--- config.mk ---
export PLATFORM = sky130hd
export DESIGN_NAME = print_verb_formatter_unit_flat
export DESIGN_NICKNAME = d
export VERILOG_FILES = /design/src/rtl/pvf_pkg.sv /design/src/rtl/pvf_in_if.sv /design/src/rtl/pvf_out_if.sv /design/src/rtl/pvf_datapath.sv /design/src/rtl/pvf_ctrl.sv /design/src/rtl/print_verb_formatter_unit.sv /design/src/flat_wrapper.sv
export SDC_FILE = /design/constraint.sdc
export NUM_CORES = 1
export LEC_CHECK = 0
export ABC_CLOCK_PERIOD_IN_PS = 3920
export BUFFER_PORTS_ARGS = -buffer_cell sky130_fd_sc_hd__buf_2
export CAP_MARGIN = 20
export CORE_UTILIZATION = 50
export CTS_BUF_LIST = sky130_fd_sc_hd__clkbuf_16
export DETAILED_ROUTE_END_ITERATION = 8
export PLACE_DENSITY = 0.64
export RECOVER_POWER = 50
export SLEW_MARGIN = 30
export SYNTH_ARGS = -nofsm -noshare
export SYNTH_HDL_FRONTEND = slang
export SYNTH_SLANG_ARGS = --single-unit
--- constraint.sdc ---
create_clock -name clk -period 3.92 [get_ports clk]
set_input_delay 0 -clock clk [delete_from_list [all_inputs] [get_ports clk]]
set_output_delay 0 -clock clk [all_outputs]
set_load 0.02 [all_outputs]
--- src/rtl/pvf_pkg.sv ---
// ----------------------------------------------------------------------------
// pvf_pkg
// Shared constants, codes and controller/datapath bundles of the print verb
// formatter.
// ----------------------------------------------------------------------------
`default_nettype none

package pvf_pkg;

  // Default bound on the text length (saturating counter cap follows from it)
  localparam int MAX_TEXT_DEFAULT = 1024;

  // Field widths
  localparam int CHAR_W = 8;
  localparam int ARG_W  = 32;
  localparam int LEN_W  = 10;

  // Decimal digits of a 32-bit value, hex digits of a 32-bit value
  localparam int DEC_DIGITS = 10;
  localparam int HEX_DIGITS = 8;
  localparam int DIG_W      = 4 * DEC_DIGITS;
  localparam int NDIG_W     = 4;
  localparam int BIT_CNT_W  = 5;

  // Character codes
  localparam logic [CHAR_W-1:0] CHAR_NUL   = 8'h00;
  localparam logic [CHAR_W-1:0] CHAR_PCT   = 8'h25;
  localparam logic [CHAR_W-1:0] CHAR_MINUS = 8'h2d;
  localparam logic [CHAR_W-1:0] CHAR_L     = 8'h6c;
  localparam logic [CHAR_W-1:0] CHAR_D     = 8'h64;
  localparam logic [CHAR_W-1:0] CHAR_U     = 8'h75;
  localparam logic [CHAR_W-1:0] CHAR_X     = 8'h78;
  localparam logic [CHAR_W-1:0] CHAR_C     = 8'h63;
  localparam logic [CHAR_W-1:0] CHAR_S     = 8'h73;

  // Action classes of a format byte
  localparam logic [2:0] ACT_END  = 3'd0;
  localparam logic [2:0] ACT_OPEN = 3'd1;
  localparam logic [2:0] ACT_SKIP = 3'd2;
  localparam logic [2:0] ACT_COPY = 3'd3;
  localparam logic [2:0] ACT_CHR  = 3'd4;
  localparam logic [2:0] ACT_DEC  = 3'd5;
  localparam logic [2:0] ACT_UNS  = 3'd6;
  localparam logic [2:0] ACT_HEX  = 3'd7;

  // Output byte sources
  localparam logic [2:0] PUT_CHAR  = 3'd0;
  localparam logic [2:0] PUT_ARGB  = 3'd1;
  localparam logic [2:0] PUT_MINUS = 3'd2;
  localparam logic [2:0] PUT_DIGIT = 3'd3;
  localparam logic [2:0] PUT_END   = 3'd4;

  // Controller to datapath commands
  typedef struct packed {
    logic       load;        // capture the input transaction
    logic       commit;      // update the verb flag for the captured byte
    logic       put;         // write one result into the output register
    logic [2:0] put_sel;     // source of the result byte
    logic       put_last;    // result is the last one for this byte
    logic       conv_start;  // load the magnitude for decimal conversion
    logic       hex_load;    // load hex nibbles straight into the digit register
    logic       conv_step;   // one double-dabble step
    logic       dig_shift;   // drop the top digit
  } cmd_t;

  // Datapath to controller status
  typedef struct packed {
    logic [2:0] act;         // class of the captured byte
    logic       neg;         // argument sign bit
    logic       conv_last;   // current conversion step is the final one
    logic       top_zero;    // top digit is zero
    logic       ndig_one;    // one digit left
    logic       can_put;     // output register can take a result
  } stat_t;

  // Lowercase hex digit character
  function automatic logic [CHAR_W-1:0] hex_char(input logic [3:0] nib);
    logic [CHAR_W-1:0] c;
    if (nib < 4'd10) begin
      c = 8'h30 + {4'h0, nib};
    end else begin
      c = 8'h57 + {4'h0, nib};
    end
    return c;
  endfunction

endpackage

`default_nettype wire

--- src/rtl/pvf_in_if.sv ---
// ----------------------------------------------------------------------------
// pvf_in_if
// Format byte channel: one format byte with its argument word.
// ----------------------------------------------------------------------------
`default_nettype none

interface pvf_in_if;
  logic                           valid;
  logic                           ready;
  logic [pvf_pkg::CHAR_W-1:0]     fmt_char;
  logic [pvf_pkg::ARG_W-1:0]      argument;

  modport source (output valid, output fmt_char, output argument, input ready);
  modport sink   (input valid, input fmt_char, input argument, output ready);
endinterface

`default_nettype wire

--- src/rtl/pvf_out_if.sv ---
// ----------------------------------------------------------------------------
// pvf_out_if
// Output text channel: one text byte with end marker, length and last flag.
// ----------------------------------------------------------------------------
`default_nettype none

interface pvf_out_if;
  logic                           valid;
  logic                           ready;
  logic [pvf_pkg::CHAR_W-1:0]     out_char;
  logic                           end_of_text;
  logic [pvf_pkg::LEN_W-1:0]      text_length;
  logic                           last;

  modport source (output valid, output out_char, output end_of_text,
                  output text_length, output last, input ready);
  modport sink   (input valid, input out_char, input end_of_text,
                  input text_length, input last, output ready);
endinterface

`default_nettype wire

--- src/rtl/pvf_datapath.sv ---
// ----------------------------------------------------------------------------
// pvf_datapath
// Byte capture and classification, verb flag, length counter, double-dabble
// decimal converter, digit shift register and output register.
// ----------------------------------------------------------------------------
`default_nettype none

module pvf_datapath #(
  parameter int MaxText = pvf_pkg::MAX_TEXT_DEFAULT
) (
  input  wire logic          clk,
  input  wire logic          rst,
  input  wire logic [pvf_pkg::CHAR_W-1:0] fmt_char,
  input  wire logic [pvf_pkg::ARG_W-1:0]  argument,
  input  wire pvf_pkg::cmd_t cmd,
  output pvf_pkg::stat_t     stat,
  pvf_out_if.source          text_out
);

  localparam int CountCap = ((MaxText - 1) < 1023) ? (MaxText - 1) : 1023;
  localparam int DigW     = pvf_pkg::DIG_W;

  logic [pvf_pkg::CHAR_W-1:0] ch;
  logic [pvf_pkg::ARG_W-1:0]  arg;
  logic                       in_verb;
  logic [pvf_pkg::LEN_W-1:0]  count;
  logic [DigW-1:0]            dig;
  logic [pvf_pkg::ARG_W-1:0]  bin;
  logic [pvf_pkg::BIT_CNT_W-1:0] bitcnt;
  logic [pvf_pkg::NDIG_W-1:0] ndig;
  logic                       out_valid;
  logic [pvf_pkg::CHAR_W-1:0] out_char;
  logic                       out_end;
  logic [pvf_pkg::LEN_W-1:0]  out_len;
  logic                       out_last;

  logic [2:0]                 act;
  logic [DigW-1:0]            dig_adj;
  logic [pvf_pkg::CHAR_W-1:0] put_char;
  logic                       can_put;

  // Classify the captured byte
  always_comb begin
    if (ch == pvf_pkg::CHAR_NUL) begin
      act = pvf_pkg::ACT_END;
    end else if (!in_verb) begin
      act = (ch == pvf_pkg::CHAR_PCT) ? pvf_pkg::ACT_OPEN : pvf_pkg::ACT_COPY;
    end else if (ch == pvf_pkg::CHAR_L || ch == pvf_pkg::CHAR_S) begin
      act = pvf_pkg::ACT_SKIP;
    end else if (ch == pvf_pkg::CHAR_D) begin
      act = pvf_pkg::ACT_DEC;
    end else if (ch == pvf_pkg::CHAR_U) begin
      act = pvf_pkg::ACT_UNS;
    end else if (ch == pvf_pkg::CHAR_X) begin
      act = pvf_pkg::ACT_HEX;
    end else if (ch == pvf_pkg::CHAR_C) begin
      act = pvf_pkg::ACT_CHR;
    end else begin
      act = pvf_pkg::ACT_COPY;
    end
  end

  // Add three to every BCD digit of five or more
  always_comb begin
    for (int i = 0; i < pvf_pkg::DEC_DIGITS; i++) begin
      dig_adj[4*i +: 4] = (dig[4*i +: 4] >= 4'd5) ? dig[4*i +: 4] + 4'd3
                                                   : dig[4*i +: 4];
    end
  end

  // Pick the result byte
  always_comb begin
    unique case (cmd.put_sel)
      pvf_pkg::PUT_CHAR:  put_char = ch;
      pvf_pkg::PUT_ARGB:  put_char = arg[pvf_pkg::CHAR_W-1:0];
      pvf_pkg::PUT_MINUS: put_char = pvf_pkg::CHAR_MINUS;
      pvf_pkg::PUT_DIGIT: put_char = pvf_pkg::hex_char(dig[DigW-1 -: 4]);
      default:            put_char = pvf_pkg::CHAR_NUL;
    endcase
  end

  assign can_put = !out_valid || text_out.ready;

  // Capture the transaction and update the verb flag
  always_ff @(posedge clk) begin
    if (cmd.load) begin
      ch  <= fmt_char;
      arg <= argument;
    end
    if (rst) begin
      in_verb <= 1'b0;
    end else if (cmd.commit) begin
      in_verb <= (act == pvf_pkg::ACT_OPEN) || (in_verb && ch == pvf_pkg::CHAR_L);
    end
  end

  // Count emitted bytes, saturating; clear at end of text
  always_ff @(posedge clk) begin
    if (rst) begin
      count <= '0;
    end else if (cmd.put) begin
      if (cmd.put_sel == pvf_pkg::PUT_END) begin
        count <= '0;
      end else if (count < pvf_pkg::LEN_W'(CountCap)) begin
        count <= count + 1'b1;
      end
    end
  end

  // Converter and digit register
  always_ff @(posedge clk) begin
    if (cmd.conv_start) begin
      bin    <= (act == pvf_pkg::ACT_DEC && arg[pvf_pkg::ARG_W-1]) ? (~arg + 1'b1) : arg;
      dig    <= '0;
      bitcnt <= '0;
      ndig   <= pvf_pkg::NDIG_W'(pvf_pkg::DEC_DIGITS);
    end else if (cmd.hex_load) begin
      dig  <= {arg, (DigW - pvf_pkg::ARG_W)'(0)};
      ndig <= pvf_pkg::NDIG_W'(pvf_pkg::HEX_DIGITS);
    end else if (cmd.conv_step) begin
      dig    <= {dig_adj[DigW-2:0], bin[pvf_pkg::ARG_W-1]};
      bin    <= {bin[pvf_pkg::ARG_W-2:0], 1'b0};
      bitcnt <= bitcnt + 1'b1;
    end else if (cmd.dig_shift) begin
      dig  <= {dig[DigW-5:0], 4'h0};
      ndig <= ndig - 1'b1;
    end
  end

  // Output register
  always_ff @(posedge clk) begin
    if (rst) begin
      out_valid <= 1'b0;
    end else if (cmd.put) begin
      out_valid <= 1'b1;
    end else if (text_out.ready) begin
      out_valid <= 1'b0;
    end
    if (cmd.put) begin
      out_char <= put_char;
      out_end  <= (cmd.put_sel == pvf_pkg::PUT_END);
      out_len  <= (cmd.put_sel == pvf_pkg::PUT_END) ? count : '0;
      out_last <= cmd.put_last;
    end
  end

  assign text_out.valid       = out_valid;
  assign text_out.out_char    = out_char;
  assign text_out.end_of_text = out_end;
  assign text_out.text_length = out_len;
  assign text_out.last        = out_last;

  assign stat.act       = act;
  assign stat.neg       = arg[pvf_pkg::ARG_W-1];
  assign stat.conv_last = (bitcnt == '1);
  assign stat.top_zero  = (dig[DigW-1 -: 4] == 4'h0);
  assign stat.ndig_one  = (ndig == pvf_pkg::NDIG_W'(1));
  assign stat.can_put   = can_put;

endmodule

`default_nettype wire

--- src/rtl/pvf_ctrl.sv ---
// ----------------------------------------------------------------------------
// pvf_ctrl
// Sequencer of the formatter: accepts one byte, dispatches on its class,
// runs the decimal conversion, skips leading zeros and emits digits.
// ----------------------------------------------------------------------------
`default_nettype none

module pvf_ctrl (
  input  wire logic          clk,
  input  wire logic          rst,
  input  wire logic          in_valid,
  output logic               in_ready,
  input  wire pvf_pkg::stat_t stat,
  output pvf_pkg::cmd_t      cmd
);

  localparam logic [2:0] S_IDLE   = 3'd0;
  localparam logic [2:0] S_DECODE = 3'd1;
  localparam logic [2:0] S_CONV   = 3'd2;
  localparam logic [2:0] S_SKIP   = 3'd3;
  localparam logic [2:0] S_EMIT   = 3'd4;

  logic [2:0] state;
  logic [2:0] state_next;

  // Next state and commands
  always_comb begin
    state_next = state;
    cmd        = '0;
    cmd.put_sel = pvf_pkg::PUT_CHAR;
    in_ready   = 1'b0;
    unique case (state)
      S_IDLE: begin
        in_ready = 1'b1;
        if (in_valid) begin
          cmd.load   = 1'b1;
          state_next = S_DECODE;
        end
      end
      S_DECODE: begin
        unique case (stat.act)
          pvf_pkg::ACT_END, pvf_pkg::ACT_COPY, pvf_pkg::ACT_CHR: begin
            if (stat.can_put) begin
              cmd.put      = 1'b1;
              cmd.put_last = 1'b1;
              cmd.commit   = 1'b1;
              cmd.put_sel  = (stat.act == pvf_pkg::ACT_END) ? pvf_pkg::PUT_END :
                             (stat.act == pvf_pkg::ACT_CHR) ? pvf_pkg::PUT_ARGB :
                                                              pvf_pkg::PUT_CHAR;
              state_next   = S_IDLE;
            end
          end
          pvf_pkg::ACT_OPEN, pvf_pkg::ACT_SKIP: begin
            cmd.commit = 1'b1;
            state_next = S_IDLE;
          end
          pvf_pkg::ACT_DEC: begin
            if (!stat.neg || stat.can_put) begin
              cmd.put        = stat.neg;
              cmd.put_sel    = pvf_pkg::PUT_MINUS;
              cmd.commit     = 1'b1;
              cmd.conv_start = 1'b1;
              state_next     = S_CONV;
            end
          end
          pvf_pkg::ACT_UNS: begin
            cmd.commit     = 1'b1;
            cmd.conv_start = 1'b1;
            state_next     = S_CONV;
          end
          default: begin
            cmd.commit   = 1'b1;
            cmd.hex_load = 1'b1;
            state_next   = S_SKIP;
          end
        endcase
      end
      S_CONV: begin
        cmd.conv_step = 1'b1;
        if (stat.conv_last) begin
          state_next = S_SKIP;
        end
      end
      S_SKIP: begin
        // drop leading zeros, keeping at least one digit
        if (stat.top_zero && !stat.ndig_one) begin
          cmd.dig_shift = 1'b1;
        end else begin
          state_next = S_EMIT;
        end
      end
      S_EMIT: begin
        if (stat.can_put) begin
          cmd.put       = 1'b1;
          cmd.put_sel   = pvf_pkg::PUT_DIGIT;
          cmd.put_last  = stat.ndig_one;
          cmd.dig_shift = 1'b1;
          if (stat.ndig_one) begin
            state_next = S_IDLE;
          end
        end
      end
      default: begin
        state_next = S_IDLE;
      end
    endcase
  end

  always_ff @(posedge clk) begin
    if (rst) begin
      state <= S_IDLE;
    end else begin
      state <= state_next;
    end
  end

endmodule

`default_nettype wire

--- src/rtl/print_verb_formatter_unit.sv ---
// ----------------------------------------------------------------------------
// print_verb_formatter_unit
// Printf-style integer formatter: format bytes in, text bytes out, with
// decimal, unsigned, hex and character verbs.
// ----------------------------------------------------------------------------
//  channel   dir  payload                                         handshake
//  fmt_in    in   fmt_char[7:0], argument[31:0]                   valid/ready
//  text_out  out  out_char[7:0], end_of_text, text_length[9:0],   valid/ready
//                 last
//
//  One format byte is taken at a time. A plain byte, %c or end of text gives
//  one result; %, l and s give nothing. %x loads the hex nibbles, skips leading
//  zeros and emits the digits. %d and %u run the bit-serial double-dabble
//  converter (32 steps), skip leading zeros and emit the digits, the minus sign
//  going out in the decode cycle.
//  Reset (rst, synchronous) clears the verb flag, the length counter and the
//  output register. A stalled output holds the sequencer; no input is taken
//  until all results of the current byte have entered the output register.
// ----------------------------------------------------------------------------
`default_nettype none

module print_verb_formatter_unit #(
  parameter int MaxText = pvf_pkg::MAX_TEXT_DEFAULT
) (
  input  wire logic  clk,
  input  wire logic  rst,
  pvf_in_if.sink     fmt_in,
  pvf_out_if.source  text_out
);

  pvf_pkg::cmd_t  cmd;
  pvf_pkg::stat_t stat;
  logic           in_ready;

  assign fmt_in.ready = in_ready;

  pvf_ctrl u_ctrl (
    .clk      (clk),
    .rst      (rst),
    .in_valid (fmt_in.valid),
    .in_ready (in_ready),
    .stat     (stat),
    .cmd      (cmd)
  );

  pvf_datapath #(
    .MaxText (MaxText)
  ) u_datapath (
    .clk      (clk),
    .rst      (rst),
    .fmt_char (fmt_in.fmt_char),
    .argument (fmt_in.argument),
    .cmd      (cmd),
    .stat     (stat),
    .text_out (text_out)
  );

endmodule

`default_nettype wire
--- src/flat_wrapper.sv ---
// flat-port wrapper written by rule: the top's interface ports become plain ports
module print_verb_formatter_unit_flat 
#(
  parameter int MaxText = pvf_pkg::MAX_TEXT_DEFAULT
)
  (clk, rst, fmt_in_valid, fmt_in_fmt_char, fmt_in_argument, fmt_in_ready, text_out_valid, text_out_out_char, text_out_end_of_text, text_out_text_length, text_out_last, text_out_ready);
  pvf_in_if fmt_in_i ();
  pvf_out_if text_out_i ();
  input  wire logic clk;
  input  wire logic rst;
  input wire logic [$bits(fmt_in_i.valid)-1:0] fmt_in_valid;
  input wire logic [$bits(fmt_in_i.fmt_char)-1:0] fmt_in_fmt_char;
  input wire logic [$bits(fmt_in_i.argument)-1:0] fmt_in_argument;
  output wire logic [$bits(fmt_in_i.ready)-1:0] fmt_in_ready;
  output wire logic [$bits(text_out_i.valid)-1:0] text_out_valid;
  output wire logic [$bits(text_out_i.out_char)-1:0] text_out_out_char;
  output wire logic [$bits(text_out_i.end_of_text)-1:0] text_out_end_of_text;
  output wire logic [$bits(text_out_i.text_length)-1:0] text_out_text_length;
  output wire logic [$bits(text_out_i.last)-1:0] text_out_last;
  input wire logic [$bits(text_out_i.ready)-1:0] text_out_ready;
  assign fmt_in_i.valid = fmt_in_valid;
  assign fmt_in_i.fmt_char = fmt_in_fmt_char;
  assign fmt_in_i.argument = fmt_in_argument;
  assign fmt_in_ready = fmt_in_i.ready;
  assign text_out_valid = text_out_i.valid;
  assign text_out_out_char = text_out_i.out_char;
  assign text_out_end_of_text = text_out_i.end_of_text;
  assign text_out_text_length = text_out_i.text_length;
  assign text_out_last = text_out_i.last;
  assign text_out_i.ready = text_out_ready;
  print_verb_formatter_unit #(.MaxText(MaxText)) u_core (.clk(clk), .rst(rst), .fmt_in(fmt_in_i), .text_out(text_out_i));
endmodule
Word-level counts from Yosys, hierarchy flattened
Index checks and enable logic that the tools add are counted.

storage, ports and cells
  word-level logic and storage cells = 174
  register bits = 156
  bits of input ports = 44
  output and inout bits = 22

operators by class
  equality and inequality tests = 32
  muxes and demuxes = 64
  add/sub/neg operators = 16
  bitwise logic cells = 3
  magnitude comparators = 12
  reduce and logical (&&, ||, !) cells = 31

operators with widths
  cell                     count
  $mux W32                 4
  $mux W40                 3
  $eq A8 B7 Y1 const B     6
  $mux W3                  16
  $ge A4 B3 Y1 const B     10
  $add A4 B2 Y4 const B    9
  $mux W4                  9
  $add A32 B1 Y32 const B  1
  $not A32 Y32             1
  $pmux W8 S4              1
  $mux W10                 2
  $eq A3 B2 Y1 const B     6
  $eq A3 B3 Y1 const B     5
  $pmux W3 S5              1
  $mux W1                  13
  $pmux W3 S4              1
  $add A10 B1 Y10 const B  1
  $lt A10 B10 Y1 const B   1
  $mux W2                  5
  $mux W5                  2
  $pmux W5 S2              1
  $reduce_and A2 Y1        5
  $reduce_bool A2 Y1       5
  $eq A3 B1 Y1 const B     3
  other kinds (28)         47

Longest topological paths before layout
  depth in word-level cells = 17
  depth in mapped cells = 11

Modules after synthesis
Synthesis repeated with hierarchy kept, for this count alone.

second synthesis, totals
  cell total of the unflattened synthesis = 933
  area total of the unflattened synthesis = 8763.4 µm²

by module, submodules not included
  module        sequential area each (µm²)  cells each  instances  area each (µm²)
  pvf_datapath  3983.8                      872         1          8346.8
  pvf_ctrl      60.1                        61          1          416.6

Worst setup path after synthesis
OpenSTA, ideal clock, no wires.

  path kind = reg2reg
  start point = reg u_core.u_datapath.ch[4] in the netlist's numbering
  end point = reg u_core.u_datapath.bin[0] in the netlist's numbering, enable pin
  period minus slack after synthesis = 3.178 ns
  slack = 0.742 ns
  path buffers = 2
  data arrival time = 2.784 ns
  setup time = 0.394 ns
  data required time = 3.526 ns
  cell stages (with the launch flop) = 8
  path through = edfxtp_1 -> or4b_1 -> o22a_1 -> a211o_1 -> buf_6 -> a21oi_1 -> buf_2 -> nand2b_1

between the ends
  word-level cells in the longest chain between the ends = 14
  elaborated cells between the ends (all ways) = 31
  classes of those cells = eq/ne (14); mux (11); reduce/logical (6)

RTL lines
  item                                    line                 source
  from (decl)                             pvf_datapath.sv:23   logic [pvf_pkg::CHAR_W-1:0] ch;
  from (signal assigned)                  pvf_datapath.sv:87   ch <= fmt_char;
  $eq A8 B7 Y1                            pvf_datapath.sv:56   end else if (ch == pvf_pkg::CHAR_C) begin
  $mux W3                                 pvf_datapath.sv:56
  $mux W3                                 pvf_datapath.sv:54   end else if (ch == pvf_pkg::CHAR_X) begin
  $mux W3                                 pvf_datapath.sv:52   end else if (ch == pvf_pkg::CHAR_U) begin
  $mux W3                                 pvf_datapath.sv:50   end else if (ch == pvf_pkg::CHAR_D) begin
  $mux W3                                 pvf_datapath.sv:48   end else if (ch == pvf_pkg::CHAR_L || ch == pvf_pkg::CHAR_S) begin
  $mux W3                                 pvf_datapath.sv:46   end else if (!in_verb) begin
  $mux W3 (*)                             pvf_datapath.sv:44   if (ch == pvf_pkg::CHAR_NUL) begin
  $eq A3 B3 Y1 (tied with other cells)    pvf_ctrl.sv:41       unique case (stat.act)
  $reduce_or A7 Y1 (no source line)       -
  $mux W1                                 pvf_ctrl.sv:41
  $mux W2 (*)                             pvf_ctrl.sv:32       unique case (state)
  $ne A2 B1 Y1 (no source line)           -
  $reduce_and A2 Y1 (no source line) (*)  -
  to (signal assigned)                    pvf_datapath.sv:113  bin <= (act == pvf_pkg::ACT_DEC && arg[pvf_pkg::ARG_W-1]) ? (~arg + 1'b1) : arg;
  to (signal assigned)                    pvf_datapath.sv:122  bin <= {bin[pvf_pkg::ARG_W-2:0], 1'b0};
  to (decl)                               pvf_datapath.sv:28   logic [pvf_pkg::ARG_W-1:0] bin;

Mark *: on every way between the ends. The rest lies on a longest branch, timed or not.
A chain may end at the register's enable or synchronous reset.

==> run_results.csv <==
group,metric,value,unit
cts,clkSlewWorstSetupHoldPaths,0.06,ns
logic_synthesis,synth_mux_area_share,0.8263,%
drt,wl_per_cell,16.79,um
logic_synthesis,netlist_area,8479,um2
timing,fin_crit,3.316,ns
global_route,grt_max_degree,102,
cts,cts_sinks,156,
cts,tritoncts,"done",
drt,drc,0,
timing,setup_violations,0,
timing,grt_setup_unrepaired,"false",
status,status,"finished, violations left",
cts,cts_max_level,4,
die,pin_count,66,
drt,routed_wl,20570,um
worst_setup_path,crit_type,"reg2reg",
worst_setup_path,critical_path_arrival,3.30,ns
logic_synthesis,synthFlopType,"edfxtp_1",
cts,post_cts_buffers,0,
power_and_ir_drop,seq_power_share,51.6,%
worst_setup_path,critical_path_peak_fanout,40,
logic_synthesis,synth-compound-area-share,18.06,%
logic_synthesis,yosysSeqAreaShare,47.69,%
flow_run,cap_viol_max_count,1,
cells_and_area,fin_cells,1225,
timing,skew,0.008430,ns
global_route,grt_pass1_wl,32840,um
logic_synthesis,synth_most_common_cell,"nor2_1",
logic_synthesis,ys_ff_latch,156,
drt,first_pass_iters,5,
power_and_ir_drop,pwr_density_cell,366.4,nW/um2
drt,antenna_left,0,
min_path,min_path_type,"in2reg",
worst_setup_path,cpPeakStageDelay,2.08,ns
logic_synthesis,async_flop_share,0,%
logic_synthesis,synth_commonest_cells,"nor2_1, a21oi_1, edfxtp_1",
logic_synthesis,synth-adder-area-share,3.984,%
logic_synthesis,synth_cells,907,
cts,numCtsBuffers,17,
logic_synthesis,synth_nets,978,
cts,root_buffer,"clkbuf_16",
timing,finalWorstSetupSlack,0.6041,ns
die,start_util,51.13,%
timing,max_freq,301.6,MHz
place,hpwl,13420,um
cells_and_area,final_cell_area,9873,um2
power_and_ir_drop,p_comb_share,5.7,%
die,rows,47,
worst_setup_path,cp_top_family,"simple AND/OR/NAND/NOR gates",
worst_setup_path,start_kind,"flop",
worst_setup_path,crit_buf_inv,0,
logic_synthesis,synth-edff-count,92,
cells_and_area,drive_gt1_share,10.65,%
drt,viasPerCell,5.738,
logic_synthesis,netlist.area_leader.share,32.58,%
cells_and_area,layout.nets,1063,
worst_setup_path,cp_cell_sequence,"nor3_1, and2_0",
timing,finalCritPeriodShare,84.59,%
place,placed_cells,1151,
power_and_ir_drop,power.switching,0.0008593,W
logic_synthesis,synth-xor-area-share,4.958,%
cells_and_area,nFillCells,1482,
global_route,grtUsageTotal,23.87,%
drt,via_count,7029,
worst_setup_path,slowest_stage,"and2_0",
die,dieArea,17480,um2
logic_synthesis,yosys-top-cells-area,"edfxtp_1, dfxtp_1, a21oi_1",
cts,worstSkewPairLatency,0.43,ns
status,violations,"max-capacitance violations, max-slew violations",
timing,slew-limit-headroom,-85.88,%
logic_synthesis,avgSynthCellArea,9.349,um2
timing,worst_slew_pin_slew,2.787,ns
power_and_ir_drop,max-vdd-ir-drop,0.2933,mV
timing,fin_setup_tns,0,ns
die,core_area,16580,um2
drt,first_iter_violations,540,
global_route,antenna_found_initial,0,
die,die_x,132.2,um
timing,maxSlewViolCount,41,
worst_setup_path,critPathRequiredTime,3.91,ns
worst_setup_path,crit_path_end_kind,"flop",
power_and_ir_drop,leakagePower,3.532,nW
global_route,grt_remaining_overflow,0,
cts,clockBufferDepth,2,
logic_synthesis,synth_top_cell_by_area,"edfxtp_1",
power_and_ir_drop,switching_share,23.75,%
die,die_y,132.2,um
global_route,grt_pass1_vias,6338,
logic_synthesis,synth_top_family_by_area,"simple AND/OR/NAND/NOR gates",
logic_synthesis,yosysWarnings,0,
cells_and_area,utilization,59.54,%
cells_and_area,antenna_cells,0,
place,port_buffers,65,
place,dp_slack,0.8795,ns
logic_synthesis,ys_types,71,
cells_and_area,syn_to_final_growth,16.44,%
logic_synthesis,synthSimpleGateAreaFrac,19.99,%
place,gp_congestion,0.8695,
timing,finalHoldViolCount,0,
power_and_ir_drop,clockPowerShare,42.7,%
power_and_ir_drop,internal_power,0.002758,W
place,postPlaceCellArea,8947,um2
[through the flow]
stage / hold slack, ns / total power (W)
floorplan: 0.09887 / 0.001992
global placement: 0.1759 / 0.002075
detailed placement: 0.1781 / 0.002075
CTS: 0.1609 / 0.003642
global route: 0.2465 / 0.003736
finish: 0.2028 / 0.003617
[layout by cell type (no fill, tap or decap), drive strengths merged, types with 30 or more instances in the layout]
cell and instances:
nor2 112, a21oi 106, edfxtp 92, nand2 71, dfxtp 64, buf 52, o21ai 45, dlygate4sd3 42
clkbuf 42, xnor2 35, inv 35, nor3 30
[worst reg2reg max path, stage by stage, from the launching register on]
cell,delay (ns)
dfxtp_1,0.44
nor3_1,0.33
and2_0,2.08
[layout make-up]
| cell class | instances | area [um2] | area share, % |
|---|---|---|---|
| Multi-Input combinational cell | 666 | 4074 | 41.26 |
| Sequential cell | 156 | 4044 | 40.96 |
| Timing Repair Buffer | 119 | 809.5 | 8.199 |
| Clock buffer | 17 | 425.4 | 4.309 |
| Tap cell | 220 | 275.3 | 2.788 |
| Clock inverter | 15 | 125.1 | 1.267 |
| Inverter | 32 | 120.1 | 1.217 |
[timing repair]
item	CTS	global route
endpoints found under the hold margin	45	0
hold buffers	42	0
resized for setup	0	0
setup endpoints to repair	0	0
[kinds of logic (layout without fill, tap and decap cells)]
logic type      Yosys count  count (layout)
simple gates            342             342
compound gates          242             242
flops                   156             156
buf+inv                  85             183
xor+xnor                 48              48
fa+ha+maj                27              27
mux                       7               7
[final timing paths]
kind / from / end / slack [ns] / depth (start not counted)
worst max register to register: u_core.u_ctrl.state[2]$_SDFFE_PP0P_ / u_core.u_datapath.ch[3]$_DFFE_PP_ / 0.60 / 2
worst max-delay path: u_core.u_ctrl.state[2]$_SDFFE_PP0P_ / u_core.u_datapath.ch[3]$_DFFE_PP_ / 0.60 / 2
worst min-delay path: fmt_in_valid / u_core.u_ctrl.state[0]$_SDFFE_PP0P_ / 0.20 / 5
worst min register to register: u_core.u_datapath.bitcnt[4]$_SDFFE_PP0P_ / u_core.u_datapath.bitcnt[4]$_SDFFE_PP0P_ / 0.46 / 2
[layer usage]
layer | vias to the layer above | share of wire, % | wire (um) | GRT usage [%]
li1 | 3473 | - | - | -
met1 | 3337 | 48 | 9938 | 34.55
met2 | 199 | 45 | 9263 | 35.92
met3 | 20 | 5.3 | 1092 | 4.383
met4 | 0 | 1.3 | 273 | 8.110
met5 | - | 0 | 0 | 0
[sequential cells by signal, indices dropped and copies added, names as in the netlist, 3 cells and up]
| register | count |
|---|---|
| u_core.u_datapath.bin | 32 |
| u_core.u_datapath.bitcnt | 5 |
| u_core.u_datapath.count | 10 |
| u_core.u_datapath.arg | 32 |
| u_core.u_datapath.ch | 8 |
| u_core.u_ctrl.state | 3 |
| u_core.u_datapath.ndig | 4 |
| u_core.u_datapath.text_out.text_length | 10 |
| u_core.u_datapath.dig | 40 |
| u_core.u_datapath.text_out.out_char | 8 |
[power by group through the flow]
| stage | clock (W) | combinational (W) | sequential, W |
|---|---|---|---|
| floorplan | 0 | 0.000107 | 0.00188 |
| global placement | 0 | 0.000177 | 0.00190 |
| detailed placement | 0 | 0.000178 | 0.00190 |
| CTS | 0.00157 | 0.000211 | 0.00186 |
| global route | 0.00164 | 0.000225 | 0.00187 |
| finish | 0.00154 | 0.000207 | 0.00187 |
Power figures use the tool's default switching activity.
